File: config.mk
export PLATFORM = sky130hd
export DESIGN_NAME = tcw_front
export DESIGN_NICKNAME = d
export VERILOG_FILES = /design/src/tcw_pkg.sv /design/src/tcw_front.sv
export SDC_FILE = /design/constraint.sdc
export NUM_CORES = 1
export LEC_CHECK = 0
export BUFFER_PORTS_ARGS = -buffer_cell sky130_fd_sc_hd__buf_4
export CORE_AREA = 10 10 49 51
export DETAILED_ROUTE_END_ITERATION = 7
export DIE_AREA = 0 0 59 61
export PLACE_DENSITY = 0.76
export SYNTH_ARGS = -nofsm -noshare
export SYNTH_HDL_FRONTEND = slang
export SYNTH_SLANG_ARGS = --single-unit
File: constraint.sdc
create_clock -name vclk -period 1.2
set_input_delay 0.3 -clock vclk [all_inputs]
set_output_delay 0.3 -clock vclk [all_outputs]
set_load 0.03 [all_outputs]
File: src/tcw_pkg.sv
// ----------------------------------------------------------------------------
// Text console writer package
// Screen geometry, request and character codes, and the command format.
// ----------------------------------------------------------------------------
package tcw_pkg;

   // Screen geometry
   localparam int COLUMNS   = 80;
   localparam int ROWS      = 25;
   localparam int TAB_WIDTH = 8;
   localparam int CELLS     = COLUMNS * ROWS;

   localparam int CELL_AW   = $clog2(CELLS);
   localparam int COL_W     = $clog2(COLUMNS);
   localparam int ROW_W     = $clog2(ROWS);
   localparam int TAB_W     = $clog2(COLUMNS + TAB_WIDTH);
   localparam int TAB_STOPS = (COLUMNS + TAB_WIDTH - 1) / TAB_WIDTH;

   // Fixed field widths
   localparam int REQ_W  = 2;
   localparam int CHAR_W = 8;
   localparam int ATTR_W = 8;
   localparam int IDX_W  = 11;
   localparam int POS_W  = 11;
   localparam int CELL_W = CHAR_W + ATTR_W;

   // Command queue
   localparam int QDEPTH = 2;
   localparam int QP_W   = $clog2(QDEPTH);
   localparam int QC_W   = $clog2(QDEPTH + 1);

   localparam logic [ATTR_W-1:0] ATTR_RESET = 8'h0F;

   // Request codes
   localparam logic [REQ_W-1:0] REQ_WRITE = 2'd0;
   localparam logic [REQ_W-1:0] REQ_READ  = 2'd1;
   localparam logic [REQ_W-1:0] REQ_CLEAR = 2'd2;

   // Control characters
   localparam logic [CHAR_W-1:0] CH_BS  = 8'h08;
   localparam logic [CHAR_W-1:0] CH_TAB = 8'h09;
   localparam logic [CHAR_W-1:0] CH_LF  = 8'h0A;
   localparam logic [CHAR_W-1:0] CH_CR  = 8'h0D;

   typedef enum logic [2:0] {
      OP_PUTC,
      OP_BKSP,
      OP_TAB,
      OP_CR,
      OP_LF,
      OP_READ,
      OP_CLEAR,
      OP_NOP
   } op_type;

   typedef struct packed {
      op_type              op;
      logic [CHAR_W-1:0]   ch;
      logic [IDX_W-1:0]    idx;
      logic [ATTR_W-1:0]   attr;
   } cmd_type;

   typedef struct packed {
      logic                we;
      logic [CELL_AW-1:0]  waddr;
      logic [CELL_W-1:0]   wdata;
      logic                re;
      logic [CELL_AW-1:0]  raddr;
   } ram_req_type;

endpackage

File: src/tcw_front.sv
// ----------------------------------------------------------------------------
// Console front end
// Accepts requests and decodes them into console commands.
// ----------------------------------------------------------------------------
module tcw_front import tcw_pkg::*; (
   input  logic              start,
   output logic              busy,
   input  logic [REQ_W-1:0]  req_type,
   input  logic [CHAR_W-1:0] req_char_code,
   input  logic [IDX_W-1:0]  req_cell_index,
   input  logic [ATTR_W-1:0] text_attr,
   input  logic              q_full,
   input  logic              init_active,
   output logic              push,
   output cmd_type           push_cmd
);

   // hold off while the queue is full or the screen is still being blanked
   assign busy = q_full | init_active;
   assign push = start & ~busy;

   always_comb begin
      push_cmd.ch   = req_char_code;
      push_cmd.idx  = req_cell_index;
      push_cmd.attr = text_attr;
      case (req_type)
         REQ_WRITE: begin
            case (req_char_code)
               CH_BS:   push_cmd.op = OP_BKSP;
               CH_TAB:  push_cmd.op = OP_TAB;
               CH_CR:   push_cmd.op = OP_CR;
               CH_LF:   push_cmd.op = OP_LF;
               default: push_cmd.op = OP_PUTC;
            endcase
         end
         REQ_READ:  push_cmd.op = OP_READ;
         REQ_CLEAR: push_cmd.op = OP_CLEAR;
         default:   push_cmd.op = OP_NOP;
      endcase
   end

endmodule

==> results.md <==
- Syn. warnings: 0
- 1st-iter DRT viols: 0
- # IOs: 64
- Setup TNS: -843.8 ps
- Num sequential: 0
- Period minus WS final: 1580 ps
- Simple-Gate Fraction of Synth Area: 20.86%
- Starting Density: 23.64%
- 1st-pass router iterations: 1
- Die area: 3599 µm²
- Required time of the critical path: 900 ps
- Slew Viols, Final: 0
- Hold crit path type: in -> out
- GRT Util Overall: 4.608%
- FF/Latch Area: 0 µm²
- Wire length per cell: 14.58 µm
- Port bufs: 26
- Die Y: 61 µm
- Xor/xnor share of the synthesized area: 2.518%
- Slew HR: 82.87%
- Net Sw Frac: 52.31%
- PwrDens: 452.6 nW/µm²
- Number of global-route vias before repair: 312
- Initial antenna violation count: 0
- Achievable frequency: 632.8 MHz
- Leakage: 0.2233 nW
- P_sw: 0.1132 mW
- Critical Path End Type: output port
- Routability congestion estimate: 0.7186
- Post-Syn Area: 347.8 µm²
- Crit path DAT: 1280 ps
- Post-Synth Adder-Cell Area: 7.194%
- Seq/Total Area, Yosys: 0%
- Mux contribution to synthesized area: 0%
- Final ANT Viol Nets: 0
- HP Start: text_attr[0]
- Largest family of logic cells by synthesized area: buffers and inverters
- Final Hold Fails: 0
- Slew @ Worst Pin: 255.8 ps
- Largest net degree at the start of global routing: 5
- Clock Power Share: 0%
- Share of cells above drive strength 1: 81.63%
- Unrepaired setup endpoints after global routing: true
- Synth Net Count: 81
- Setup Crit Path Kind: in -> out
- Final Hold Slack: 600.0 ps
- Violated checks: setup timing
- CP Max Fanout: 2
- Post-DP HPWL: 849.3 µm
- First-pass GRT wire length: 1.421 mm
- Final WS setup: -380.4 ps
- Internal: 0.1032 mW
- Vias: 288
- Area growth, synth to finish: 37.41%
- Post-CTS Setup Bufs: 0
- Tcrit/Tclk final: 131.7%
- VDD IR max: 120.5 µV
- Area of the core: 1471 µm²
- Comb pwr share: 100.0%
- Vias per cell: 4.431
- DRC errors left: 0
- Cts hold-fix bufs: 0
- Filler cell count: 166
- MaxCap Viol Count: 0
- Antenna cells: 0
- Sequential Power Share: 0%
- Hold endpoint: push_cmd[0]
- Synth unique cells: 14
- Final setup fails: 3
- GR Overflow Total: 0
- Compound-cell area share of the yosys netlist: 7.914%
- Syn Inst Count: 47
- WL final: 948 µm
- Std cell rows: 14
- Chip width: 59 µm
- Hold depth: 0
- Clock buffers: 0
- Status: finished with violations
- Crit start category: input pin
- Mean Syn Cell Area: 7.401 µm²
- NumNets Final: 85
## Yosys cell counts
| master | number | share of area, % |
|---|---|---|
| a21oi_1 | 2 | 2.9 |
| buf_4 | 27 | 58 |
| ha_1 | 2 | 7.2 |
| inv_1 | 3 | 3.2 |
| nand2_1 | 2 | 2.2 |
| nand3_1 | 1 | 1.4 |
| nand3_2 | 1 | 2.9 |
| nor2_1 | 3 | 3.2 |
| nor4b_1 | 1 | 2.5 |
| nor4b_4 | 1 | 6.8 |
| o21ai_0 | 1 | 1.4 |
| o31ai_2 | 1 | 3.6 |
| or2_2 | 1 | 1.8 |
| xor2_1 | 1 | 2.5 |
## kinds of logic after synthesis
kind of cell,count (synthesis)
XOR/XNOR,1
AO/OA/AOI/OAI,4
AND/OR/NAND/NOR,10
buffers and inverters,30
adder cells (fa/ha/maj),2
## power by group through the flow
stage / sequential (mW) / clock (mW) / combinational [mW]
final: 0 / 0 / 0.216
after floorplan: 0 / 0 / 0.236
after CTS: 0 / 0 / 0.217
after detailed placement: 0 / 0 / 0.199
after global routing: 0 / 0 / 0.232
after global placement: 0 / 0 / 0.197
## layout make-up
cell class / instances / area (µm²) / area share, %
multi-input combinational: 17 / 186.4 / 39.01
timing repair buffer: 29 / 255.2 / 53.40
tap: 16 / 20.02 / 4.188
inverter: 3 / 16.27 / 3.403
## cells in the final DEF, fill, tap and decap left out, types with 2 or more instances in the layout
cell | Yosys | layout
buf_4 | 27 | 21
buf_6 | 0 | 6
nor4b_4 | 1 | 2
nor2_1 | 3 | 2
inv_4 | 0 | 2
a21oi_1 | 2 | 2
buf_8 | 0 | 2
## metal layers
layer / global-route usage, % / wire [µm] / part of all wire, % / vias to the layer above
li1: - / - / - / 129
met1: 3.691 / 274 / 29 / 129
met2: 8.258 / 443 / 47 / 30
met3: 4.802 / 229 / 24 / 0
met4: 0 / 0 / 0 / 0
met5: 0 / 0 / 0 / -
## worst max path at each step
stage | from | to | slack (ps) | depth (start not counted)
after floorplan | req_char_code[5] | push_cmd[27] | -230 | 3
after global placement | req_char_code[5] | push_cmd[27] | -410 | 5
after detailed placement | req_char_code[5] | push_cmd[27] | -440 | 5
after CTS | req_char_code[7] | push_cmd[27] | -400 | 5
after global routing | req_char_code[7] | push_cmd[27] | -430 | 5
final | req_char_code[7] | push_cmd[27] | -380 | 5
## critical path: stages
cell and delay [ps]:
buf_6 100, nor4b_4 310, nand3_2 160, o31ai_4 250, buf_6 160
## per-stage QoR
step	worst slack, ps	power, mW	util, %	instances	instance area [µm²]
2_1_floorplan	-234.6	0.2363	-	47	394.1
3_3_place_gp	-406.9	0.1968	29.17	65	429.2
3_5_place_dp	-438.7	0.1990	29.17	65	429.2
4_1_cts	-396.2	0.2172	32.23	65	474.2
5_1_grt	-428.9	0.2321	32.48	65	478.0
6_report	-380.4	0.2163	32.48	65	478.0
## what timing repair did
item	CTS	global route
setup endpoints to repair	4	4
gates resized for setup	11	1
pin swaps	6	4
Note: power is estimated with default switching activity, not from simulation.
