==> config.mk <==
export PLATFORM = sky130hd
export DESIGN_NAME = tcw_back
export DESIGN_NICKNAME = d
export VERILOG_FILES = /design/src/tcw_pkg.sv /design/src/tcw_back.sv
export SDC_FILE = /design/constraint.sdc
export NUM_CORES = 1
export LEC_CHECK = 0
export BUFFER_PORTS_ARGS = -buffer_cell sky130_fd_sc_hd__buf_2
export CELL_PAD_IN_SITES_DETAIL_PLACEMENT = 0
export CELL_PAD_IN_SITES_GLOBAL_PLACEMENT = 1
export CORE_UTILIZATION = 40
export CTS_CLUSTER_DIAMETER = 100
export DETAILED_ROUTE_END_ITERATION = 8
export PLACE_DENSITY_LB_ADDON = 0.1
export SLEW_MARGIN = 10
export SYNTH_ARGS = -nofsm -noshare
export SYNTH_HDL_FRONTEND = slang
export SYNTH_SLANG_ARGS = --single-unit
==> constraint.sdc <==
create_clock -name clock -period 3.24 [get_ports clock]
set_input_delay 0.324 -clock clock [delete_from_list [all_inputs] [get_ports clock]]
set_output_delay 0.324 -clock clock [all_outputs]
set_load 0.03 [all_outputs]
==> src/tcw_pkg.sv <==
// ----------------------------------------------------------------------------
// Text console writer package
// Screen geometry, request and character codes, and the command format.
// ----------------------------------------------------------------------------
package tcw_pkg;

   // Screen geometry
   localparam int COLUMNS   = 80;
   localparam int ROWS      = 25;
   localparam int TAB_WIDTH = 8;
   localparam int CELLS     = COLUMNS * ROWS;

   localparam int CELL_AW   = $clog2(CELLS);
   localparam int COL_W     = $clog2(COLUMNS);
   localparam int ROW_W     = $clog2(ROWS);
   localparam int TAB_W     = $clog2(COLUMNS + TAB_WIDTH);
   localparam int TAB_STOPS = (COLUMNS + TAB_WIDTH - 1) / TAB_WIDTH;

   // Fixed field widths
   localparam int REQ_W  = 2;
   localparam int CHAR_W = 8;
   localparam int ATTR_W = 8;
   localparam int IDX_W  = 11;
   localparam int POS_W  = 11;
   localparam int CELL_W = CHAR_W + ATTR_W;

   // Command queue
   localparam int QDEPTH = 2;
   localparam int QP_W   = $clog2(QDEPTH);
   localparam int QC_W   = $clog2(QDEPTH + 1);

   localparam logic [ATTR_W-1:0] ATTR_RESET = 8'h0F;

   // Request codes
   localparam logic [REQ_W-1:0] REQ_WRITE = 2'd0;
   localparam logic [REQ_W-1:0] REQ_READ  = 2'd1;
   localparam logic [REQ_W-1:0] REQ_CLEAR = 2'd2;

   // Control characters
   localparam logic [CHAR_W-1:0] CH_BS  = 8'h08;
   localparam logic [CHAR_W-1:0] CH_TAB = 8'h09;
   localparam logic [CHAR_W-1:0] CH_LF  = 8'h0A;
   localparam logic [CHAR_W-1:0] CH_CR  = 8'h0D;

   typedef enum logic [2:0] {
      OP_PUTC,
      OP_BKSP,
      OP_TAB,
      OP_CR,
      OP_LF,
      OP_READ,
      OP_CLEAR,
      OP_NOP
   } op_type;

   typedef struct packed {
      op_type              op;
      logic [CHAR_W-1:0]   ch;
      logic [IDX_W-1:0]    idx;
      logic [ATTR_W-1:0]   attr;
   } cmd_type;

   typedef struct packed {
      logic                we;
      logic [CELL_AW-1:0]  waddr;
      logic [CELL_W-1:0]   wdata;
      logic                re;
      logic [CELL_AW-1:0]  raddr;
   } ram_req_type;

endpackage

==> src/tcw_back.sv <==
// ----------------------------------------------------------------------------
// Console screen engine
// Runs commands against the cell RAM, keeps the cursor, emits results.
// ----------------------------------------------------------------------------
module tcw_back import tcw_pkg::*; (
   input  logic               clock,
   input  logic               reset,
   input  logic               q_empty,
   input  cmd_type            q_cmd,
   output logic               pop,
   output ram_req_type        ram_req,
   input  logic [CELL_W-1:0]  ram_rdata,
   output logic               init_active,
   output logic               rsp_valid,
   output logic [POS_W-1:0]   rsp_cursor_pos,
   output logic [CHAR_W-1:0]  rsp_cell_char,
   output logic [ATTR_W-1:0]  rsp_cell_attr
);

   typedef enum logic [2:0] {
      ST_SWEEP,
      ST_IDLE,
      ST_BKSP,
      ST_PRIME,
      ST_SCROLL,
      ST_RESP
   } state_type;

   localparam logic [COL_W-1:0]   COL_LAST  = COL_W'(COLUMNS - 1);
   localparam logic [ROW_W-1:0]   ROW_LAST  = ROW_W'(ROWS - 2);
   localparam logic [CELL_AW-1:0] CELL_LAST = CELL_AW'(CELLS - 1);
   localparam int                 KEEP_CELLS = (ROWS - 1) * COLUMNS;

   state_type            state_ff, state_in;
   logic [COL_W-1:0]     col_ff, col_in;
   logic [ROW_W-1:0]     row_ff, row_in;
   logic [CELL_AW-1:0]   cnt_ff, cnt_in;
   logic                 init_ff, init_in;
   logic                 has_cell_ff, has_cell_in;
   logic [CELL_AW-1:0]   bk_addr_ff, bk_addr_in;
   logic                 rsp_valid_ff, rsp_valid_in;
   logic [POS_W-1:0]     rsp_pos_ff, rsp_pos_in;
   logic [CHAR_W-1:0]    rsp_char_ff, rsp_char_in;
   logic [ATTR_W-1:0]    rsp_attr_ff, rsp_attr_in;

   logic [CELL_AW-1:0]   cur_lin;
   logic [TAB_W-1:0]     tab_next;
   logic [CELL_AW:0]     src_next;
   logic                 adv;

   // next multiple of the tab width above a column
   function automatic logic [TAB_W-1:0] tab_stop(input logic [COL_W-1:0] col);
      logic [TAB_W-1:0] stop;
      stop = TAB_W'(TAB_WIDTH);
      for (int k = 1; k < TAB_STOPS; k++) begin
         if (int'(col) >= k * TAB_WIDTH) begin
            stop = TAB_W'((k + 1) * TAB_WIDTH);
         end
      end
      return stop;
   endfunction

   assign cur_lin  = CELL_AW'(row_ff) * CELL_AW'(COLUMNS) + CELL_AW'(col_ff);
   assign tab_next = tab_stop(col_ff);
   assign src_next = {1'b0, cnt_ff} + (CELL_AW + 1)'(COLUMNS + 1);

   always_comb begin
      state_in     = state_ff;
      col_in       = col_ff;
      row_in       = row_ff;
      cnt_in       = cnt_ff;
      init_in      = init_ff;
      has_cell_in  = has_cell_ff;
      bk_addr_in   = bk_addr_ff;
      rsp_valid_in = 1'b0;
      rsp_pos_in   = rsp_pos_ff;
      rsp_char_in  = rsp_char_ff;
      rsp_attr_in  = rsp_attr_ff;
      pop          = 1'b0;
      ram_req      = '0;
      adv          = 1'b0;

      case (state_ff)
         ST_SWEEP: begin
            // blank one cell per cycle
            ram_req.we    = 1'b1;
            ram_req.waddr = cnt_ff;
            ram_req.wdata = '0;
            if (cnt_ff == CELL_LAST) begin
               cnt_in      = '0;
               has_cell_in = 1'b0;
               init_in     = 1'b0;
               state_in    = init_ff ? ST_IDLE : ST_RESP;
            end else begin
               cnt_in = cnt_ff + 1'b1;
            end
         end

         ST_IDLE: begin
            if (!q_empty) begin
               pop         = 1'b1;
               has_cell_in = 1'b0;
               state_in    = ST_RESP;
               case (q_cmd.op)
                  OP_PUTC: begin
                     ram_req.we    = 1'b1;
                     ram_req.waddr = cur_lin;
                     ram_req.wdata = {q_cmd.attr, q_cmd.ch};
                     if (col_ff == COL_LAST) begin
                        col_in = '0;
                        adv    = 1'b1;
                     end else begin
                        col_in = col_ff + 1'b1;
                     end
                  end
                  OP_TAB: begin
                     if (int'(tab_next) >= COLUMNS) begin
                        col_in = '0;
                        adv    = 1'b1;
                     end else begin
                        col_in = COL_W'(tab_next);
                     end
                  end
                  OP_CR: begin
                     col_in = '0;
                  end
                  OP_LF: begin
                     col_in = '0;
                     adv    = 1'b1;
                  end
                  OP_BKSP: begin
                     // step left, then rewrite that cell with its character dropped
                     if (col_ff != '0) begin
                        col_in        = col_ff - 1'b1;
                        ram_req.re    = 1'b1;
                        ram_req.raddr = cur_lin - 1'b1;
                        bk_addr_in    = cur_lin - 1'b1;
                        state_in      = ST_BKSP;
                     end
                  end
                  OP_READ: begin
                     if (int'(q_cmd.idx) < CELLS) begin
                        ram_req.re    = 1'b1;
                        ram_req.raddr = CELL_AW'(q_cmd.idx);
                        has_cell_in   = 1'b1;
                     end
                  end
                  OP_CLEAR: begin
                     col_in   = '0;
                     row_in   = '0;
                     cnt_in   = '0;
                     state_in = ST_SWEEP;
                  end
                  default: begin
                  end
               endcase
               // a row step from the last usable row scrolls instead
               if (adv) begin
                  if (row_ff == ROW_LAST) begin
                     state_in = ST_PRIME;
                  end else begin
                     row_in = row_ff + 1'b1;
                  end
               end
            end
         end

         ST_BKSP: begin
            ram_req.we    = 1'b1;
            ram_req.waddr = bk_addr_ff;
            ram_req.wdata = {ram_rdata[CELL_W-1:CHAR_W], CHAR_W'(0)};
            state_in      = ST_RESP;
         end

         ST_PRIME: begin
            ram_req.re    = 1'b1;
            ram_req.raddr = CELL_AW'(COLUMNS);
            cnt_in        = '0;
            state_in      = ST_SCROLL;
         end

         ST_SCROLL: begin
            // copy the cell one row below, blank the bottom row
            ram_req.we    = 1'b1;
            ram_req.waddr = cnt_ff;
            ram_req.wdata = (int'(cnt_ff) < KEEP_CELLS) ? ram_rdata : '0;
            if (int'(src_next) < CELLS) begin
               ram_req.re    = 1'b1;
               ram_req.raddr = CELL_AW'(src_next);
            end
            if (cnt_ff == CELL_LAST) begin
               cnt_in   = '0;
               state_in = ST_RESP;
            end else begin
               cnt_in = cnt_ff + 1'b1;
            end
         end

         ST_RESP: begin
            rsp_valid_in = 1'b1;
            rsp_pos_in   = POS_W'(cur_lin);
            rsp_char_in  = has_cell_ff ? ram_rdata[CHAR_W-1:0] : '0;
            rsp_attr_in  = has_cell_ff ? ram_rdata[CELL_W-1:CHAR_W] : '0;
            state_in     = ST_IDLE;
         end

         default: begin
            state_in = ST_IDLE;
         end
      endcase
   end

   always_ff @(posedge clock) begin
      if (reset) begin
         state_ff     <= ST_SWEEP;
         col_ff       <= '0;
         row_ff       <= '0;
         cnt_ff       <= '0;
         init_ff      <= 1'b1;
         has_cell_ff  <= 1'b0;
         rsp_valid_ff <= 1'b0;
      end else begin
         state_ff     <= state_in;
         col_ff       <= col_in;
         row_ff       <= row_in;
         cnt_ff       <= cnt_in;
         init_ff      <= init_in;
         has_cell_ff  <= has_cell_in;
         rsp_valid_ff <= rsp_valid_in;
      end
      bk_addr_ff  <= bk_addr_in;
      rsp_pos_ff  <= rsp_pos_in;
      rsp_char_ff <= rsp_char_in;
      rsp_attr_ff <= rsp_attr_in;
   end

   assign init_active    = init_ff;
   assign rsp_valid      = rsp_valid_ff;
   assign rsp_cursor_pos = rsp_pos_ff;
   assign rsp_cell_char  = rsp_char_ff;
   assign rsp_cell_attr  = rsp_attr_ff;

endmodule

==> out/qor.csv <==
metric,value,unit
hold_buffers,0,
hold_class,in2reg,
r2r_start,row_ff[2],
ys_warn_count,0,
grt_use_total,0.230,
wl,13400,um
die_w,108,um
worstPathArrival,2.96,ns
r2r_slack,0.65,ns
vias_per_cell,5.65,
cts_max_level,3,
status,"complete, but fails checks",
clk_latency,0.35,ns
crit_start,row_ff[2],
grt_setup_unrepaired,yes,
clk_pin_slew,0.08,ns
cap_violations,0,
power.leakage,2.44,nW
setup-violations-final,2,
layout_common_cells,"115 x buf_2, 41 x nor2_1, 38 x edfxtp_1, 34 x a21oi_1, 28 x buf_4",
synth_fp_nets,564,
ys_ff_latch,67,
num_io_pins,119,
cts.sinks,67,
power,2.42,mW
power.density,426,nW/um^2
first_global_vias,3937,
async_reset_ff_frac,0,
ys_types,78,
place_inst,738,
max-vdd-ir-drop,0.260,mV
num_rows,38,
portBuffers,118,
cts_made_buffers,9,
drive_gt1_frac,0.326,
required,2.92,ns
dr.pass1.iters,6,
ys_seq_area_frac,0.382,
die_h,108,um
drc_errors,0,
synth_area,4500,sq um
final_common_cell,buf_2,
slew_violations,0,
utilization,0.522,
slew_headroom,0.369,
postRouteAntennaNets,0,
crit_path_end_kind,output pin,
critPathKind,reg2out,
grt_pass1_wl,20400,um
timing.final.ws_setup,-0.0468,ns
core_area,10900,sq um
vias,4306,
clockRootBuffer,clkbuf_8,
die_area,11700,sq um
globalplace.congestion,0.848,
cts_max_path_buffers,2,
critPathCapture,ram_req[10],
final_cells,762,
worstPathMaxFanout,3,
grt_antenna_before_repair,0,
synth_ff_type,edfxtp_1,
grt_max_degree,31,
hold_viol_final,0,
n_antenna_cell,0,
worstReg2RegEnd,bk_addr_ff[9],
rr_worst_depth,9,
cts_tree,built,
fin_skew,0.00777,ns
synth_cells,498,
start_util,0.414,
final.setup.tns,-0.0627,ns
hpwl,9760,um
nNetsFinal,683,
fin_crit_sh,1.01,
start_kind,flip-flop,
max_freq,304,MHz
drt_iter0_drc,262,
synth_edf_count,38,
area_growth,26.2,%
grt_overflow,0,
period_minus_slack,3.29,ns
violations,negative setup slack,
worst_pin_slew,0.941,ns
wl_per_cell,17.6,um
synth_area_per_cell,9.04,sq um
## cells by family (layout without fill, tap and decap cells)
family	count (synthesis)	after routing	share of synthesized area
mux	3	3	0.00667
buf+inv	70	194	0.0708
xor+xnor	21	21	0.0425
simple gates	166	166	0.206
flops	67	67	0.382
fa+ha+maj	17	17	0.0506
compound gates	154	154	0.241
## layout make-up
type | instances | area, sq um
Clock buffer | 11 | 163
Clock inverter | 5 | 58.8
Timing Repair Buffer | 146 | 820
Multi-Input combinational cell | 361 | 2610
Tap cell | 140 | 175
Sequential cell | 67 | 1730
Inverter | 32 | 125
Fill cell | 1050 | 5200
## layer usage
layer  wire length, um  global-route usage
met1              6000               0.304
met2              6190               0.375
met3               970              0.0319
met4               253              0.0988
met5                 0                   0
## metrics by stage
step | hold slack, ns | worst slack, ns | cell area (sq um)
after floorplan | 0.420 | 0.199 | 4500
after global placement | 0.476 | 0.196 | 5230
after detailed placement | 0.491 | 0.170 | 5230
after CTS | 0.254 | -0.0104 | 5580
after global routing | 0.258 | -0.167 | 5680
final | 0.272 | -0.0468 | 5680
## cell usage after synthesis (4+ instances only)
| library cell | n | area (sq um) |
|---|---|---|
| nor2_1 | 41 | 154 |
| edfxtp_1 | 38 | 1140 |
| a21oi_1 | 34 | 170 |
| dfxtp_1 | 29 | 581 |
| inv_1 | 29 | 109 |
| clkbuf_1 | 20 | 75.1 |
| nand2_1 | 20 | 75.1 |
| and2_1 | 19 | 119 |
| a22o_1 | 16 | 140 |
| a22oi_1 | 15 | 113 |
| ha_1 | 15 | 188 |
| nand3_1 | 15 | 75.1 |
| o21ai_0 | 14 | 70.1 |
| buf_2 | 13 | 65.1 |
| xnor2_1 | 13 | 114 |
| nand4_1 | 11 | 68.8 |
| a222oi_1 | 10 | 100 |
| nor3_1 | 10 | 50.1 |
| nor2b_1 | 8 | 50.1 |
| a211oi_1 | 7 | 52.6 |
| a21o_1 | 7 | 52.6 |
| a31oi_1 | 7 | 43.8 |
| o21ai_1 | 7 | 35.0 |
| xor2_1 | 7 | 61.3 |
| o22ai_1 | 6 | 37.5 |
| and3_1 | 4 | 25.0 |
| nand2b_1 | 4 | 25.0 |
| nor3b_1 | 4 | 30.0 |
| or3_1 | 4 | 25.0 |
## sequential cells by signal (all words and copies together) (netlist names)
| register | count |
|---|---|
| bk_addr_ff | 11 |
| cnt_ff | 11 |
| col_ff | 7 |
| has_cell_ff | 1 |
| init_active | 1 |
| row_ff | 5 |
| rsp_cell_attr | 8 |
| rsp_cell_char | 8 |
| rsp_cursor_pos | 11 |
| rsp_valid | 1 |
| state_ff | 3 |
## worst max-delay path, stage by stage (launching register included)
cell and delay [ns]:
dfxtp_2 0.34, buf_6 0.12, ha_4 0.26, inv_2 0.04
fa_2 0.40, xnor2_2 0.24, o2111ai_2 0.18, xnor2_2 0.19
xnor2_2 0.31, xor2_2 0.21, a21bo_1 0.18, buf_6 0.14
## power breakdown
part	leakage [nW]	internal, mW	switching, mW	total, mW
combinational	1.76	0.243	0.442	0.685
clock	0.107	0.423	0.343	0.766
sequential	0.575	0.930	0.0400	0.970
## worst min-delay path by stage
stage / start / endpoint / slack (ns) / cells past startpoint
detailed placement: init_active / init_active / 0.49 / 1
floorplan: col_ff[2] / rsp_cursor_pos[2] / 0.42 / 0
global route: ram_rdata[11] / rsp_cell_attr[3] / 0.26 / 2
CTS: ram_rdata[8] / rsp_cell_attr[0] / 0.25 / 2
global placement: init_active / init_active / 0.48 / 1
finish: ram_rdata[8] / rsp_cell_attr[0] / 0.27 / 2
## repair_timing
item,in CTS,in global routing
pin swaps,9,9
buffers inserted,2,6
resized for setup,24,14
setup endpoints to repair,4,9
Note: power is estimated with default switching activity, not from simulation.
