===== src/tcw_pkg.sv =====
// ----------------------------------------------------------------------------
// Text console writer package
// Screen geometry, request and character codes, and the command format.
// ----------------------------------------------------------------------------
package tcw_pkg;

   // Screen geometry
   localparam int COLUMNS   = 80;
   localparam int ROWS      = 25;
   localparam int TAB_WIDTH = 8;
   localparam int CELLS     = COLUMNS * ROWS;

   localparam int CELL_AW   = $clog2(CELLS);
   localparam int COL_W     = $clog2(COLUMNS);
   localparam int ROW_W     = $clog2(ROWS);
   localparam int TAB_W     = $clog2(COLUMNS + TAB_WIDTH);
   localparam int TAB_STOPS = (COLUMNS + TAB_WIDTH - 1) / TAB_WIDTH;

   // Fixed field widths
   localparam int REQ_W  = 2;
   localparam int CHAR_W = 8;
   localparam int ATTR_W = 8;
   localparam int IDX_W  = 11;
   localparam int POS_W  = 11;
   localparam int CELL_W = CHAR_W + ATTR_W;

   // Command queue
   localparam int QDEPTH = 2;
   localparam int QP_W   = $clog2(QDEPTH);
   localparam int QC_W   = $clog2(QDEPTH + 1);

   localparam logic [ATTR_W-1:0] ATTR_RESET = 8'h0F;

   // Request codes
   localparam logic [REQ_W-1:0] REQ_WRITE = 2'd0;
   localparam logic [REQ_W-1:0] REQ_READ  = 2'd1;
   localparam logic [REQ_W-1:0] REQ_CLEAR = 2'd2;

   // Control characters
   localparam logic [CHAR_W-1:0] CH_BS  = 8'h08;
   localparam logic [CHAR_W-1:0] CH_TAB = 8'h09;
   localparam logic [CHAR_W-1:0] CH_LF  = 8'h0A;
   localparam logic [CHAR_W-1:0] CH_CR  = 8'h0D;

   typedef enum logic [2:0] {
      OP_PUTC,
      OP_BKSP,
      OP_TAB,
      OP_CR,
      OP_LF,
      OP_READ,
      OP_CLEAR,
      OP_NOP
   } op_type;

   typedef struct packed {
      op_type              op;
      logic [CHAR_W-1:0]   ch;
      logic [IDX_W-1:0]    idx;
      logic [ATTR_W-1:0]   attr;
   } cmd_type;

   typedef struct packed {
      logic                we;
      logic [CELL_AW-1:0]  waddr;
      logic [CELL_W-1:0]   wdata;
      logic                re;
      logic [CELL_AW-1:0]  raddr;
   } ram_req_type;

endpackage


===== src/tcw_queue.sv =====
// ----------------------------------------------------------------------------
// Console command queue
// Short FIFO between the decoder and the screen engine.
// ----------------------------------------------------------------------------
module tcw_queue import tcw_pkg::*; (
   input  logic    clock,
   input  logic    reset,
   input  logic    push,
   input  cmd_type push_cmd,
   input  logic    pop,
   output cmd_type head_cmd,
   output logic    empty,
   output logic    full
);

   cmd_type           entry_ff [QDEPTH];
   logic [QP_W-1:0]   wr_ptr_ff, wr_ptr_in;
   logic [QP_W-1:0]   rd_ptr_ff, rd_ptr_in;
   logic [QC_W-1:0]   count_ff, count_in;

   localparam logic [QP_W-1:0] PTR_LAST = QP_W'(QDEPTH - 1);

   always_comb begin
      wr_ptr_in = wr_ptr_ff;
      rd_ptr_in = rd_ptr_ff;
      count_in  = count_ff;
      if (push) begin
         wr_ptr_in = (wr_ptr_ff == PTR_LAST) ? '0 : wr_ptr_ff + 1'b1;
      end
      if (pop) begin
         rd_ptr_in = (rd_ptr_ff == PTR_LAST) ? '0 : rd_ptr_ff + 1'b1;
      end
      case ({push, pop})
         2'b10:   count_in = count_ff + 1'b1;
         2'b01:   count_in = count_ff - 1'b1;
         default: count_in = count_ff;
      endcase
   end

   always_ff @(posedge clock) begin
      if (reset) begin
         wr_ptr_ff <= '0;
         rd_ptr_ff <= '0;
         count_ff  <= '0;
      end else begin
         wr_ptr_ff <= wr_ptr_in;
         rd_ptr_ff <= rd_ptr_in;
         count_ff  <= count_in;
      end
      if (push) begin
         entry_ff[wr_ptr_ff] <= push_cmd;
      end
   end

   assign head_cmd = entry_ff[rd_ptr_ff];
   assign empty    = (count_ff == '0);
   assign full     = (count_ff == QC_W'(QDEPTH));

endmodule


===== config.mk =====
export PLATFORM = sky130hd
export DESIGN_NAME = tcw_queue
export DESIGN_NICKNAME = d
export VERILOG_FILES = /design/src/tcw_pkg.sv /design/src/tcw_queue.sv
export SDC_FILE = /design/constraint.sdc
export NUM_CORES = 1
export LEC_CHECK = 0
export BUFFER_PORTS_ARGS = -buffer_cell sky130_fd_sc_hd__buf_2
export CAP_MARGIN = 10
export CORE_MARGIN = 3
export CORE_UTILIZATION = 46
export CTS_CLUSTER_DIAMETER = 50
export DETAILED_ROUTE_END_ITERATION = 10
export PLACE_DENSITY = 0.86
export SKIP_CTS_REPAIR_TIMING = 1
export SYNTH_ARGS = -nofsm -noshare
export SYNTH_HDL_FRONTEND = slang
export SYNTH_SLANG_ARGS = --single-unit

===== constraint.sdc =====
create_clock -name clock -period 1.9 [get_ports clock]
set_clock_uncertainty 0.05 [all_clocks]
set_input_delay 0.095 -clock clock [delete_from_list [all_inputs] [get_ports clock]]
set_output_delay 0.095 -clock clock [all_outputs]
set_load 0.02 [all_outputs]

==> results of run 1 <==
## area by class of cell
cell class                      count  area [µm²]
Timing Repair Buffer              102         681
Clock inverter                      7        93.8
Sequential cell                    65        1900
Inverter                            1        3.75
Fill cell                         333        1520
Clock buffer                        9         124
Tap cell                           67        83.8
Multi-Input combinational cell     46         442
## path summary, 6_finish.rpt
| path | from | endpoint | slack (ps) | cells after the start |
|---|---|---|---|---|
| setup / recovery | register | head_cmd[22] | 290 | 3 |
| hold / removal | push | wr_ptr_ff | 30 | 3 |
| setup reg to reg | wr_ptr_ff | entry_ff[1][18] | 720 | 2 |
| hold reg to reg | count_ff[1] | count_ff[1] | 480 | 2 |
## critical path, stage by stage (launching register included)
cell and delay (ps):
sky130_fd_sc_hd__dfxtp_1 330, sky130_fd_sc_hd__buf_4 250, sky130_fd_sc_hd__mux2_2 390, sky130_fd_sc_hd__buf_2 160
## cells in the final DEF (no fill, tap or decap), types with 2 or more instances in the layout
master,instances
sky130_fd_sc_hd__clkbuf_8,9
sky130_fd_sc_hd__buf_4,6
sky130_fd_sc_hd__buf_2,65
sky130_fd_sc_hd__clkinvlp_4,2
sky130_fd_sc_hd__edfxtp_1,60
sky130_fd_sc_hd__dlygate4sd3_1,31
sky130_fd_sc_hd__nor2_1,5
sky130_fd_sc_hd__clkinv_2,2
sky130_fd_sc_hd__xnor2_1,3
sky130_fd_sc_hd__bufinv_16,2
sky130_fd_sc_hd__dfxtp_1,5
sky130_fd_sc_hd__mux2_2,30
## kinds of logic after synthesis
family,after synthesis,share of synthesized area
xor gates and xnor gates,4,0.0148
DFF,65,0.806
muxes,30,0.143
and+or+nand+nor,9,0.0186
buffers and inverters,4,0.00795
AOI/OAI and AO/OA,2,0.00424
adders and majority gates,1,0.00530
## per-stage QoR
stage          std cells  setup WS [ps]  total power, mW
3_3_place_gp         250            666             2.13
5_1_grt              297            203             3.57
4_1_cts              266            273             3.40
2_1_floorplan        115            320             1.98
6_report             297            289             3.44
3_5_place_dp         250            656             2.14
## sequential cells by signal, summed over array words and instances (netlist names), named ones only
| name | cells |
|---|---|
| wr_ptr_ff | 1 |
| count_ff | 2 |
| entry_ff | 60 |
| rd_ptr_ff | 1 |
## where the power goes
part / total [mW] / leakage (nW) / internal [mW] / switching, mW
clock: 1.27 / 0.106 / 0.738 / 0.532
combinational: 0.477 / 0.575 / 0.218 / 0.259
sequential: 1.69 / 0.605 / 1.66 / 0.0286
## per-layer routing
metal,vias to the layer above,part of all wire
met5,-,0
met4,0,0.019
met3,10,0.056
met2,54,0.55
met1,706,0.37
li1,663,-
==> impl_results.html, run 1 <==
<table>
<tr><th>Metric</th><th>Value</th></tr>
<tr><th colspan="2">Routing</th></tr>
<tr><td>Post-detailed-route DRC marker count</td><td>0</td></tr>
<tr><td>Detailed-route wire length per cell</td><td>between 15 and 20 µm</td></tr>
<tr><td>Routed Antenna Nets</td><td>0</td></tr>
<tr><td>Number of vias per cell after detailed routing</td><td>between 4 and 5</td></tr>
<tr><td>Drt total wl</td><td>4800 µm</td></tr>
<tr><td>Router iterations before antenna repair</td><td>4</td></tr>
<tr><td>Iteration-0 DRC Markers</td><td>61</td></tr>
<tr><td>Via count</td><td>about 1,400</td></tr>
<tr><th colspan="2">Synth</th></tr>
<tr><td>Most frequent cell after synthesis</td><td>sky130_fd_sc_hd__edfxtp_1</td></tr>
<tr><td>Sequential cell area fraction in the yosys report</td><td>0.806</td></tr>
<tr><td>Total standard cell area after synthesis</td><td>about 2400 µm²</td></tr>
<tr><td>Synth top area cells</td><td>sky130_fd_sc_hd__edfxtp_1, sky130_fd_sc_hd__mux2_2, sky130_fd_sc_hd__dfxtp_1</td></tr>
<tr><td>Post-synthesis sequential element count</td><td>65</td></tr>
<tr><td>Count of flip-flops with a built-in enable after synthesis</td><td>60</td></tr>
<tr><td>Syn_area_per_cell</td><td>roughly 20 µm²</td></tr>
<tr><td>Proportion of synthesized flip-flops having asynchronous set or reset</td><td>0</td></tr>
<tr><td>Post-synthesis net count</td><td>150</td></tr>
<tr><td>Count of mapped cells out of synthesis</td><td>115</td></tr>
<tr><td>Library cell with the largest summed area after synthesis</td><td>sky130_fd_sc_hd__edfxtp_1</td></tr>
<tr><td>Top FF cell, synth</td><td>sky130_fd_sc_hd__edfxtp_1</td></tr>
<tr><td>Number of different library cells in the post-synthesis netlist</td><td>14</td></tr>
<tr><td>Most frequent cells after synthesis</td><td>sky130_fd_sc_hd__edfxtp_1, sky130_fd_sc_hd__mux2_2, sky130_fd_sc_hd__nor2_1</td></tr>
<tr><td>YS warnings</td><td>0</td></tr>
<tr><td>Portion of synthesized cell area occupied by the leading cell type</td><td>0.764</td></tr>
<tr><th colspan="2">Global routing</th></tr>
<tr><td>Antenna violations before repair</td><td>0</td></tr>
<tr><td>Met3 track utilization from global routing</td><td>0.0510</td></tr>
<tr><td>Total global routing track utilization</td><td>0.142</td></tr>
<tr><td>Global routing usage on met2</td><td>0.242</td></tr>
<tr><td>Global-route wire length before repair</td><td>6300 µm</td></tr>
<tr><td>Grt met1 use</td><td>0.157</td></tr>
<tr><td>Peak-usage layer in the global routing report</td><td>met2</td></tr>
<tr><td>Total gr overflow</td><td>0</td></tr>
<tr><td>Pin count of the biggest net entering global routing</td><td>18</td></tr>
<tr><td>Via count of the first global-routing pass</td><td>approximately 1,400</td></tr>
<tr><th colspan="2">Final layout</th></tr>
<tr><td>Final net count</td><td>260</td></tr>
<tr><td>Post-layout utilization of the core</td><td>0.687</td></tr>
<tr><td>Final std cell area, no fill</td><td>3330 µm²</td></tr>
<tr><td>Layout Area Growth over Synthesis</td><td>41.1%</td></tr>
<tr><td>Fraction of layout instances using a drive strength above 1</td><td>0.517</td></tr>
<tr><td>Antenna Cells</td><td>0</td></tr>
<tr><th colspan="2">CTS</th></tr>
<tr><td>Worst-case clock buffer depth</td><td>2</td></tr>
<tr><td>CTS tree</td><td>yes</td></tr>
<tr><td>CTS root buffer</td><td>sky130_fd_sc_hd__clkbuf_8</td></tr>
<tr><td>Worst-Skew Late Latency</td><td>330 ps</td></tr>
<tr><td>H-tree lvl count</td><td>3</td></tr>
<tr><td>Total CTS buffers</td><td>9</td></tr>
<tr><td>Clock Pin Slew Worst Setup and Hold Paths</td><td>roughly 70 ps</td></tr>
<tr><td>Num Clock Sinks</td><td>65</td></tr>
<tr><th colspan="2">Timing</th></tr>
<tr><td>Max Clock Freq</td><td>621 MHz</td></tr>
<tr><td>Final max-slew violation count</td><td>0</td></tr>
<tr><td>Final hold slack</td><td>28.6 ps</td></tr>
<tr><td>Headroom to the max-slew limit</td><td>0.835</td></tr>
<tr><td>Period utilization</td><td>0.848</td></tr>
<tr><td>Tightest Pin Transition</td><td>roughly 250 ps</td></tr>
<tr><td>Finish-stage setup viols</td><td>0</td></tr>
<tr><td>Final hold violations</td><td>0</td></tr>
<tr><td>Unrepaired setup endpoints after global routing</td><td>false</td></tr>
<tr><td>Setup Total Neg Slack</td><td>0 ps</td></tr>
<tr><td>Fin crit period</td><td>1610 ps</td></tr>
<tr><th colspan="2">Die</th></tr>
<tr><td>Total Die Area</td><td>between 6000 and 7000 µm²</td></tr>
<tr><td>Core region area</td><td>around 4800 µm²</td></tr>
<tr><td>Top Ports</td><td>66</td></tr>
<tr><td>Starting density of the core</td><td>0.487</td></tr>
<tr><td>Placement Rows</td><td>25</td></tr>
<tr><td>Vert. Die Dim</td><td>between 70 and 80 µm</td></tr>
<tr><td>Die width</td><td>just under 80 µm</td></tr>
<tr><th colspan="2">Critical path</th></tr>
<tr><td>Critical path startpoint category</td><td>register</td></tr>
<tr><td>Classification of the worst setup path</td><td>reg2out</td></tr>
<tr><td>Kind of end point of the critical path</td><td>output pin</td></tr>
<tr><td>Data required time at the worst endpoint</td><td>1750 ps</td></tr>
<tr><td>Maximum fanout encountered on the critical timing path</td><td>17</td></tr>
<tr><td>Worst EP arrival</td><td>roughly 1500 ps</td></tr>
<tr><th colspan="2">Pwr</th></tr>
<tr><td>Power density of the placed cells</td><td>a little over 1000 nW/µm²</td></tr>
<tr><td>VDD IR-drop max</td><td>0.704 mV</td></tr>
<tr><td>Leakage power of the design</td><td>roughly 1.3 nW</td></tr>
<tr><th colspan="2">Placement</th></tr>
<tr><td>Final weighted congestion in routability-driven placement</td><td>about 0.65</td></tr>
<tr><td>Post-Place Cell Area</td><td>between 2000 and 3000 µm²</td></tr>
<tr><td>Count of port buffers added during placement</td><td>between 60 and 70</td></tr>
<tr><td>Detailed Place HPWL</td><td>about 2700 µm</td></tr>
<tr><th colspan="2">Flow run</th></tr>
<tr><td>Reported max-cap violation count</td><td>0</td></tr>
<tr><th colspan="2">Min path</th></tr>
<tr><td>Type of the worst min-delay path</td><td>in2reg</td></tr>
<tr><th colspan="2">Status</th></tr>
<tr><td>Result of the run</td><td>complete, no violations</td></tr>
</table>
Power figures use the tool's default switching activity.
==> run 2: changes to the inputs <==
Clock period 1.9 ns to 1.45 ns, I/O delays scaled along.
==> run 2 against run 1 <==
Effect of this change: the flow now finishes with violations (hold timing, setup timing); largest cell class unchanged; die area did not move; sequential share of layout area shrank 3.3 points; via count shrank 2.4%; critical endpoint is now head_cmd[18]; sequential power up 31%; setup slack worse by 350 ps; cell area up 6.3%; clock-buffer cell count increased by 2.
==> impl_results.html, run 2 (synthesis results as in run 1) <==
<table>
<tr><th>Metric</th><th>Value</th></tr>
<tr><th colspan="2">Critical path</th></tr>
<tr><td>Path depth of the worst reg2reg path</td><td>3 (+1)</td></tr>
<tr><td>Maximum fanout encountered on the critical timing path</td><td>6 (-11)</td></tr>
<tr><td>Classification of the worst setup path</td><td>reg2out</td></tr>
<tr><td>Critical R2R Capture</td><td>rd_ptr_ff</td></tr>
<tr><td>Largest stage delay on the critical path</td><td>400 ps (about the same)</td></tr>
<tr><td>Worst-case register-to-register setup slack</td><td>150 ps (-570 ps)</td></tr>
<tr><td>Critical path startpoint category</td><td>register</td></tr>
<tr><td>Data required time at the worst endpoint</td><td>1330 ps (-420 ps)</td></tr>
<tr><td>Worst reg2reg startpoint</td><td>rd_ptr_ff</td></tr>
<tr><td>Critical path, cell by cell</td><td>buf_6, mux2_2, buf_2</td></tr>
<tr><td>Worst EP arrival</td><td>1380 ps (-90 ps)</td></tr>
<tr><td>Crit path max-delay cell type</td><td>sky130_fd_sc_hd__dfxtp_4</td></tr>
<tr><td>Kind of end point of the critical path</td><td>output pin</td></tr>
<tr><th colspan="2">Pwr</th></tr>
<tr><td>Leakage power of the design</td><td>1.37 nW (+6.9%)</td></tr>
<tr><td>Power density of the placed cells</td><td>1200 nW/µm² (+17%)</td></tr>
<tr><td>VDD IR-drop max</td><td>0.856 mV (+22%)</td></tr>
<tr><th colspan="2">Die</th></tr>
<tr><td>Die width</td><td>77.6 µm (unchanged)</td></tr>
<tr><td>Starting density of the core</td><td>0.487 (unchanged)</td></tr>
<tr><td>Core region area</td><td>4850 µm² (unchanged)</td></tr>
<tr><td>Vert. Die Dim</td><td>77.6 µm (unchanged)</td></tr>
<tr><td>Total Die Area</td><td>6030 µm² (unchanged)</td></tr>
<tr><td>Placement Rows</td><td>25 (unchanged)</td></tr>
<tr><td>Top Ports</td><td>66 (unchanged)</td></tr>
<tr><th colspan="2">CTS</th></tr>
<tr><td>Worst-case clock buffer depth</td><td>2 (unchanged)</td></tr>
<tr><td>Worst-Skew Late Latency</td><td>320 ps (about the same)</td></tr>
<tr><td>CTS root buffer</td><td>sky130_fd_sc_hd__clkbuf_8</td></tr>
<tr><td>Clock Pin Slew Worst Setup and Hold Paths</td><td>60 ps (about the same)</td></tr>
<tr><td>Total CTS buffers</td><td>9 (unchanged)</td></tr>
<tr><td>H-tree lvl count</td><td>3 (unchanged)</td></tr>
<tr><td>CTS tree</td><td>yes</td></tr>
<tr><td>Num Clock Sinks</td><td>65 (unchanged)</td></tr>
<tr><th colspan="2">Timing</th></tr>
<tr><td>Period utilization</td><td>1.04</td></tr>
<tr><td>Final hold violations</td><td>1 (+1)</td></tr>
<tr><td>Fin worst setup slack</td><td>-56.3 ps (-345 ps)</td></tr>
<tr><td>Headroom to the max-slew limit</td><td>0.863 (+0.0282)</td></tr>
<tr><td>Unrepaired setup endpoints after global routing</td><td>true</td></tr>
<tr><td>Fin crit period</td><td>around 1500 ps</td></tr>
<tr><td>Final hold slack</td><td>-28.2 ps (-56.8 ps)</td></tr>
<tr><td>Finish-stage setup viols</td><td>25 (+25)</td></tr>
<tr><td>Tightest Pin Transition</td><td>204 ps (-43.8 ps)</td></tr>
<tr><td>Final max-slew violation count</td><td>0 (unchanged)</td></tr>
<tr><td>Max Clock Freq</td><td>~660 MHz</td></tr>
<tr><td>Setup Total Neg Slack</td><td>-649 ps (-649 ps)</td></tr>
<tr><th colspan="2">Min path</th></tr>
<tr><td>Hold Crit Depth</td><td>3 (unchanged)</td></tr>
<tr><td>Type of the worst min-delay path</td><td>in2reg</td></tr>
<tr><td>Endpoint of the worst hold path</td><td>wr_ptr_ff</td></tr>
<tr><td>Worst hold path startpoint</td><td>push</td></tr>
<tr><th colspan="2">Status</th></tr>
<tr><td>Result of the run</td><td>finished with violations</td></tr>
<tr><td>Failing checks</td><td>hold timing, setup timing</td></tr>
<tr><th colspan="2">Routing</th></tr>
<tr><td>Iteration-0 DRC Markers</td><td>45 (-26%)</td></tr>
<tr><td>Detailed-route wire length per cell</td><td>15.6 µm (-3.5%)</td></tr>
<tr><td>Post-detailed-route DRC marker count</td><td>0 (unchanged)</td></tr>
<tr><td>Via count</td><td>1,399 (-2.4%)</td></tr>
<tr><td>Router iterations before antenna repair</td><td>4 (unchanged)</td></tr>
<tr><td>Routed Antenna Nets</td><td>0 (unchanged)</td></tr>
<tr><td>Number of vias per cell after detailed routing</td><td>4.66 (-3.3%)</td></tr>
<tr><td>Drt total wl</td><td>4680 µm (-2.5%)</td></tr>
<tr><th colspan="2">Global routing</th></tr>
<tr><td>Antenna violations before repair</td><td>0 (unchanged)</td></tr>
<tr><td>Global-route wire length before repair</td><td>6240 µm (-0.87%)</td></tr>
<tr><td>Total global routing track utilization</td><td>0.141 (-0.00162)</td></tr>
<tr><td>Pin count of the biggest net entering global routing</td><td>25 (+7)</td></tr>
<tr><td>Via count of the first global-routing pass</td><td>1,335 (-2.2%)</td></tr>
<tr><td>Total gr overflow</td><td>0 (unchanged)</td></tr>
<tr><th colspan="2">Final layout</th></tr>
<tr><td>Filler cell count in the final layout</td><td>303 (-9.0%)</td></tr>
<tr><td>Final std cells w/o fill</td><td>300 (+1.0%)</td></tr>
<tr><td>Fraction of layout instances using a drive strength above 1</td><td>0.519 (+0.00192)</td></tr>
<tr><td>Layout Area Growth over Synthesis</td><td>50.0%</td></tr>
<tr><td>Final std cell area, no fill</td><td>3540 µm² (+6.3%)</td></tr>
<tr><td>Largest register by flop count</td><td>entry_ff</td></tr>
<tr><td>Post-layout utilization of the core</td><td>0.730 (+0.0434)</td></tr>
<tr><td>Largest registers</td><td>entry_ff x60, count_ff x2</td></tr>
<tr><td>Most common cell after layout, fill and taps aside</td><td>sky130_fd_sc_hd__edfxtp_1</td></tr>
<tr><td>Antenna Cells</td><td>0 (unchanged)</td></tr>
<tr><td>Number of flip-flops under the largest register name</td><td>60 (unchanged)</td></tr>
<tr><td>Final net count</td><td>263 (+1.2%)</td></tr>
<tr><td>Leading cell types in the layout, fill and taps excluded</td><td>sky130_fd_sc_hd__edfxtp_1, sky130_fd_sc_hd__buf_2, sky130_fd_sc_hd__dlygate4sd3_1</td></tr>
<tr><th colspan="2">Placement</th></tr>
<tr><td>Post-Place Cell Area</td><td>2840 µm² (+1.4%)</td></tr>
<tr><td>Total placed cells including tap cells</td><td>250 (unchanged)</td></tr>
<tr><td>Count of port buffers added during placement</td><td>65 (unchanged)</td></tr>
<tr><td>Final weighted congestion in routability-driven placement</td><td>0.689 (+6.6%)</td></tr>
<tr><td>Detailed Place HPWL</td><td>2650 µm (-3.2%)</td></tr>
<tr><th colspan="2">Flow run</th></tr>
<tr><td>Reported max-cap violation count</td><td>0 (unchanged)</td></tr>
</table>
run 2: changes by cell type in the layout (fill, tap and decap cells not counted), sizes merged:
| cell | change |
|---|---|
| buf | +1 |
| bufinv | -2 |
| clkbuf | +3 |
| clkinvlp | +1 |
| dlygate4sd3 | +1 |
| inv | -1 |
run 2: metrics by stage:
step	setup WS [ps]	hold slack [ps]	power, mW
after floorplan	-130	91.6	2.60
final	-56.3	-28.2	4.26
after global routing	-117	8.68	4.44
after detailed placement	197	214	2.83
after global placement	217	210	2.81
after CTS	-165	-137	4.08
run 2: layout make-up:
cell class,instances,area (µm²),share of cell area
Multi-Input combinational cell,46,480,0.136
Sequential cell,65,1910,0.538
Clock buffer,11,131,0.0371
Clock inverter,5,32.5,0.00919
Inverter,1,3.75,0.00106
Timing Repair Buffer,105,902,0.255
Tap cell,67,83.8,0.0237
run 2: how the worst max path moves through the flow:
stage | start | to | slack [ps] | cells after the start
4_1_cts | register | head_cmd[2] | -160 | 3
2_1_floorplan | wr_ptr_ff | entry_ff[0][0] | -130 | 1
5_1_grt | register | head_cmd[18] | -120 | 3
3_5_place_dp | register | head_cmd[2] | 200 | 3
6_report | register | head_cmd[18] | -60 | 3
3_3_place_gp | register | head_cmd[2] | 220 | 3
run 2: critical path: cells and delay by family, from the launching register on:
family / cells / cell delay, ps
buf+inv: 2 / 310
flops: 1 / 400
mux: 1 / 350
run 2: where the power goes:
group          internal [mW]  switching, mW
registers               2.18         0.0437
logic                  0.421          0.360
clock network          0.614          0.642
run 2: metal layers:
layer  vias to the layer above  share of wire  GRT usage
li1                        669              -          -
met1                       684           0.39      0.162
met2                        42           0.56      0.230
met3                         4          0.039     0.0383
met4                         0         0.0079     0.0907
met5                         -              0          0
==> run 3: changes to the inputs <==
Settings changed: ABC_AREA set to 1, CORE_UTILIZATION 46 to 47.
==> run 3 against run 2 <==
Effect of this change: the flow still finishes with violations (hold timing, setup timing); first-iteration DRC count increased by 58%; non-clock buffer count decreased by 2; global-route usage decreased by 0.087 points; sequential power about the same; critical path type unchanged.
==> impl_results.html, run 3 <==
<table>
<tr><th>Metric</th><th>Value</th></tr>
<tr><th colspan="2">Status</th></tr>
<tr><td>Result of the run</td><td>finished with violations</td></tr>
<tr><td>Failing checks</td><td>hold timing, setup timing</td></tr>
<tr><th colspan="2">Timing</th></tr>
<tr><td>Fin crit period</td><td>1500 ps (-7.91 ps)</td></tr>
<tr><td>Final hold slack</td><td>-2.78 ps (+25.4 ps)</td></tr>
<tr><td>Unrepaired setup endpoints after global routing</td><td>true</td></tr>
<tr><td>Period utilization</td><td>1.03 (-0.00545)</td></tr>
<tr><td>Max Clock Freq</td><td>667 MHz (+0.53%)</td></tr>
<tr><td>Fin worst setup slack</td><td>-48.4 ps (+7.91 ps)</td></tr>
<tr><td>Final max-slew violation count</td><td>0 (unchanged)</td></tr>
<tr><td>Tightest Pin Transition</td><td>271 ps (+66.5 ps)</td></tr>
<tr><td>Final hold violations</td><td>2 (+1)</td></tr>
<tr><td>Headroom to the max-slew limit</td><td>0.820 (-0.0433)</td></tr>
<tr><td>Setup Total Neg Slack</td><td>-404 ps (+245 ps)</td></tr>
<tr><td>Finish-stage setup viols</td><td>24 (-4.0%)</td></tr>
<tr><th colspan="2">Pwr</th></tr>
<tr><td>Reported net switching power</td><td>1.00 mW (-4.4%)</td></tr>
<tr><td>Leakage power of the design</td><td>1.47 nW (+6.9%)</td></tr>
<tr><td>Power density of the placed cells</td><td>1170 nW/µm² (-3.1%)</td></tr>
<tr><td>Switching share of total power</td><td>0.240 (-0.00581)</td></tr>
<tr><td>Part of the power in the clock network</td><td>0.292 (-0.003)</td></tr>
<tr><td>VDD IR-drop max</td><td>0.699 mV (-18%)</td></tr>
<tr><td>Power Internal</td><td>3.17 mW (-1.3%)</td></tr>
<tr><td>Portion of total power attributed to combinational logic</td><td>0.180 (-0.003)</td></tr>
<tr><td>Portion of total power attributed to sequential cells</td><td>0.528 (+0.006)</td></tr>
<tr><th colspan="2">Die</th></tr>
<tr><td>Starting density of the core</td><td>0.508 (+0.0214)</td></tr>
<tr><td>Core region area</td><td>4940 µm² (+1.9%)</td></tr>
<tr><td>Top Ports</td><td>66 (unchanged)</td></tr>
<tr><td>Total Die Area</td><td>6260 µm² (+3.8%)</td></tr>
<tr><td>Vert. Die Dim</td><td>79.1 µm (+1.9%)</td></tr>
<tr><td>Placement Rows</td><td>25 (unchanged)</td></tr>
<tr><td>Die width</td><td>79.1 µm (+1.9%)</td></tr>
<tr><th colspan="2">Routing</th></tr>
<tr><td>Drt total wl</td><td>4900 µm (+4.8%)</td></tr>
<tr><td>Post-detailed-route DRC marker count</td><td>0 (unchanged)</td></tr>
<tr><td>Router iterations before antenna repair</td><td>4 (unchanged)</td></tr>
<tr><td>Routed Antenna Nets</td><td>0 (unchanged)</td></tr>
<tr><td>Detailed-route wire length per cell</td><td>15.9 µm (+1.8%)</td></tr>
<tr><td>Via count</td><td>1,425 (+1.9%)</td></tr>
<tr><td>Iteration-0 DRC Markers</td><td>71 (+58%)</td></tr>
<tr><td>Number of vias per cell after detailed routing</td><td>4.61 (-1.1%)</td></tr>
<tr><th colspan="2">Critical path</th></tr>
<tr><td>Data required time at the worst endpoint</td><td>1330 ps (about the same)</td></tr>
<tr><td>Worst-case register-to-register setup slack</td><td>280 ps (+130 ps)</td></tr>
<tr><td>Worst reg2reg startpoint</td><td>wr_ptr_ff</td></tr>
<tr><td>Classification of the worst setup path</td><td>reg2out</td></tr>
<tr><td>Critical R2R Capture</td><td>entry_ff[1][7]</td></tr>
<tr><td>Endpoint of the most critical setup path</td><td>head_cmd[14]</td></tr>
<tr><td>Worst EP arrival</td><td>1380 ps (about the same)</td></tr>
<tr><td>Kind of end point of the critical path</td><td>output pin</td></tr>
<tr><td>Path depth of the worst reg2reg path</td><td>3 (unchanged)</td></tr>
<tr><td>Critical path startpoint category</td><td>register</td></tr>
<tr><td>Maximum fanout encountered on the critical timing path</td><td>10 (+4)</td></tr>
<tr><th colspan="2">Global routing</th></tr>
<tr><td>Total global routing track utilization</td><td>0.140 (-0.000869)</td></tr>
<tr><td>Via count of the first global-routing pass</td><td>1,347 (+0.90%)</td></tr>
<tr><td>Pin count of the biggest net entering global routing</td><td>21 (-16%)</td></tr>
<tr><td>Antenna violations before repair</td><td>0 (unchanged)</td></tr>
<tr><td>Total gr overflow</td><td>0 (unchanged)</td></tr>
<tr><td>Global-route wire length before repair</td><td>6270 µm (+0.45%)</td></tr>
<tr><th colspan="2">Final layout</th></tr>
<tr><td>Final std cells w/o fill</td><td>309 (+3.0%)</td></tr>
<tr><td>Layout Area Growth over Synthesis</td><td>42.4%</td></tr>
<tr><td>Number of flip-flops under the largest register name</td><td>60 (unchanged)</td></tr>
<tr><td>Largest register by flop count</td><td>entry_ff</td></tr>
<tr><td>Largest registers</td><td>entry_ff x60, count_ff x2</td></tr>
<tr><td>Filler cell count in the final layout</td><td>320 (+5.6%)</td></tr>
<tr><td>Sequential cell area</td><td>1910 µm² (unchanged)</td></tr>
<tr><td>Leading cell types in the layout, fill and taps excluded</td><td>sky130_fd_sc_hd__edfxtp_1, sky130_fd_sc_hd__buf_2, sky130_fd_sc_hd__dlygate4sd3_1</td></tr>
<tr><td>Final net count</td><td>272 (+3.4%)</td></tr>
<tr><td>Most common cell after layout, fill and taps aside</td><td>sky130_fd_sc_hd__edfxtp_1</td></tr>
<tr><td>Footprint of the multi-input gates</td><td>557 µm² (+16%)</td></tr>
<tr><td>Antenna Cells</td><td>0 (unchanged)</td></tr>
<tr><td>Fraction of layout instances using a drive strength above 1</td><td>0.479 (-0.0400)</td></tr>
<tr><th colspan="2">Synth</th></tr>
<tr><td>Proportion of synthesized flip-flops having asynchronous set or reset</td><td>0 (unchanged)</td></tr>
<tr><td>Total standard cell area after synthesis</td><td>2510 µm² (+6.4%)</td></tr>
<tr><td>Sequential cell area fraction in the yosys report</td><td>0.757 (-0.0486)</td></tr>
<tr><td>Post-synthesis net count</td><td>161 (+7.3%)</td></tr>
<tr><td>Library cell with the largest summed area after synthesis</td><td>sky130_fd_sc_hd__edfxtp_1</td></tr>
<tr><td>Number of different library cells in the post-synthesis netlist</td><td>13 (-1)</td></tr>
<tr><td>Most frequent cells after synthesis</td><td>sky130_fd_sc_hd__edfxtp_1, sky130_fd_sc_hd__mux2_4, sky130_fd_sc_hd__nor2_1</td></tr>
<tr><td>Count of mapped cells out of synthesis</td><td>126 (+9.6%)</td></tr>
<tr><td>YS warnings</td><td>0 (unchanged)</td></tr>
<tr><td>Synth top area cells</td><td>sky130_fd_sc_hd__edfxtp_1, sky130_fd_sc_hd__mux2_4, sky130_fd_sc_hd__dfxtp_1</td></tr>
<tr><td>Count of flip-flops with a built-in enable after synthesis</td><td>60 (unchanged)</td></tr>
<tr><td>Top FF cell, synth</td><td>sky130_fd_sc_hd__edfxtp_1</td></tr>
<tr><td>Syn_area_per_cell</td><td>19.9 µm² (-2.9%)</td></tr>
<tr><td>Portion of synthesized cell area occupied by the leading cell type</td><td>0.717 (-0.0460)</td></tr>
<tr><td>Post-synthesis sequential element count</td><td>65 (unchanged)</td></tr>
<tr><td>Most frequent cell after synthesis</td><td>sky130_fd_sc_hd__edfxtp_1</td></tr>
<tr><th colspan="2">CTS</th></tr>
<tr><td>Total CTS buffers</td><td>9 (unchanged)</td></tr>
<tr><td>Worst-Skew Late Latency</td><td>320 ps (about the same)</td></tr>
<tr><td>Num Clock Sinks</td><td>65 (unchanged)</td></tr>
<tr><td>CTS root buffer</td><td>sky130_fd_sc_hd__clkbuf_8</td></tr>
<tr><td>Clock Pin Slew Worst Setup and Hold Paths</td><td>70 ps (about the same)</td></tr>
<tr><td>H-tree lvl count</td><td>3 (unchanged)</td></tr>
<tr><td>Worst-case clock buffer depth</td><td>2 (unchanged)</td></tr>
<tr><td>CTS tree</td><td>yes</td></tr>
<tr><th colspan="2">Placement</th></tr>
<tr><td>Worst slack, placed</td><td>275 ps (+77.5 ps)</td></tr>
<tr><td>Total placed cells including tap cells</td><td>261 (+4.4%)</td></tr>
<tr><td>Count of port buffers added during placement</td><td>65 (unchanged)</td></tr>
<tr><td>Final weighted congestion in routability-driven placement</td><td>0.661 (-4.0%)</td></tr>
<tr><td>Detailed Place HPWL</td><td>2830 µm (+6.8%)</td></tr>
<tr><th colspan="2">Min path</th></tr>
<tr><td>Type of the worst min-delay path</td><td>in2reg</td></tr>
<tr><td>Hold Crit Depth</td><td>3 (unchanged)</td></tr>
<tr><td>Worst hold path startpoint</td><td>pop</td></tr>
<tr><th colspan="2">Flow run</th></tr>
<tr><td>Reported max-cap violation count</td><td>0 (unchanged)</td></tr>
</table>
run 3: cell type report:
cell class	instances	share of cell area
clock inverter	5	0.00630
inverter	7	0.00735
tap	67	0.0234
timing repair buffer	103	0.238
multi-input combinational	51	0.156
clock buffer	11	0.0367
sequential	65	0.533
run 3: cell families (layout without fill, tap and decap cells):
logic type	count (synthesis)	count (layout)	share of synthesized area
flops	65	65	0.757
compound gates	2	2	0.00398
simple gates	17	17	0.0269
xor+xnor	1	1	0.00349
buf+inv	10	126	0.0239
fa+ha+maj	1	1	0.00498
mux	30	30	0.179
run 3: power groups by stage:
stage               combinational (mW)  clock (mW)  sequential, mW
finish                           0.749        1.22            2.21
global route                     0.799        1.32            2.22
CTS                              0.593        1.25            2.20
detailed placement               0.590           0            2.24
global placement                 0.581           0            2.23
floorplan                        0.404           0            2.23
run 3: critical path, stage by stage (launching register included):
cell	delay (ps)
sky130_fd_sc_hd__dfxtp_4	400
sky130_fd_sc_hd__clkbuf_16	190
sky130_fd_sc_hd__mux2_4	300
sky130_fd_sc_hd__buf_2	160
run 3: through the flow:
step | utilization | cell area, µm² | total power [mW]
floorplan | - | 2520 | 2.63
global placement | 0.597 | 2950 | 2.81
detailed placement | 0.597 | 2950 | 2.83
CTS | 0.629 | 3110 | 4.05
global route | 0.724 | 3580 | 4.33
finish | 0.724 | 3580 | 4.17
run 3: routing by layer:
metal,track usage,wire length (µm),vias up
li1,-,-,692
met3,0.0351,241,6
met1,0.146,1830,679
met2,0.245,2750,48
met5,0,0,-
met4,0.0979,79,0
run 3: worst min-delay path by stage:
| stage | to |
|---|---|
| after floorplan | register |
| after global placement | entry_ff[1][4] |
| after detailed placement | entry_ff[1][28] |
| after CTS | entry_ff[0][25] |
| after global routing | rd_ptr_ff |
| final | rd_ptr_ff |
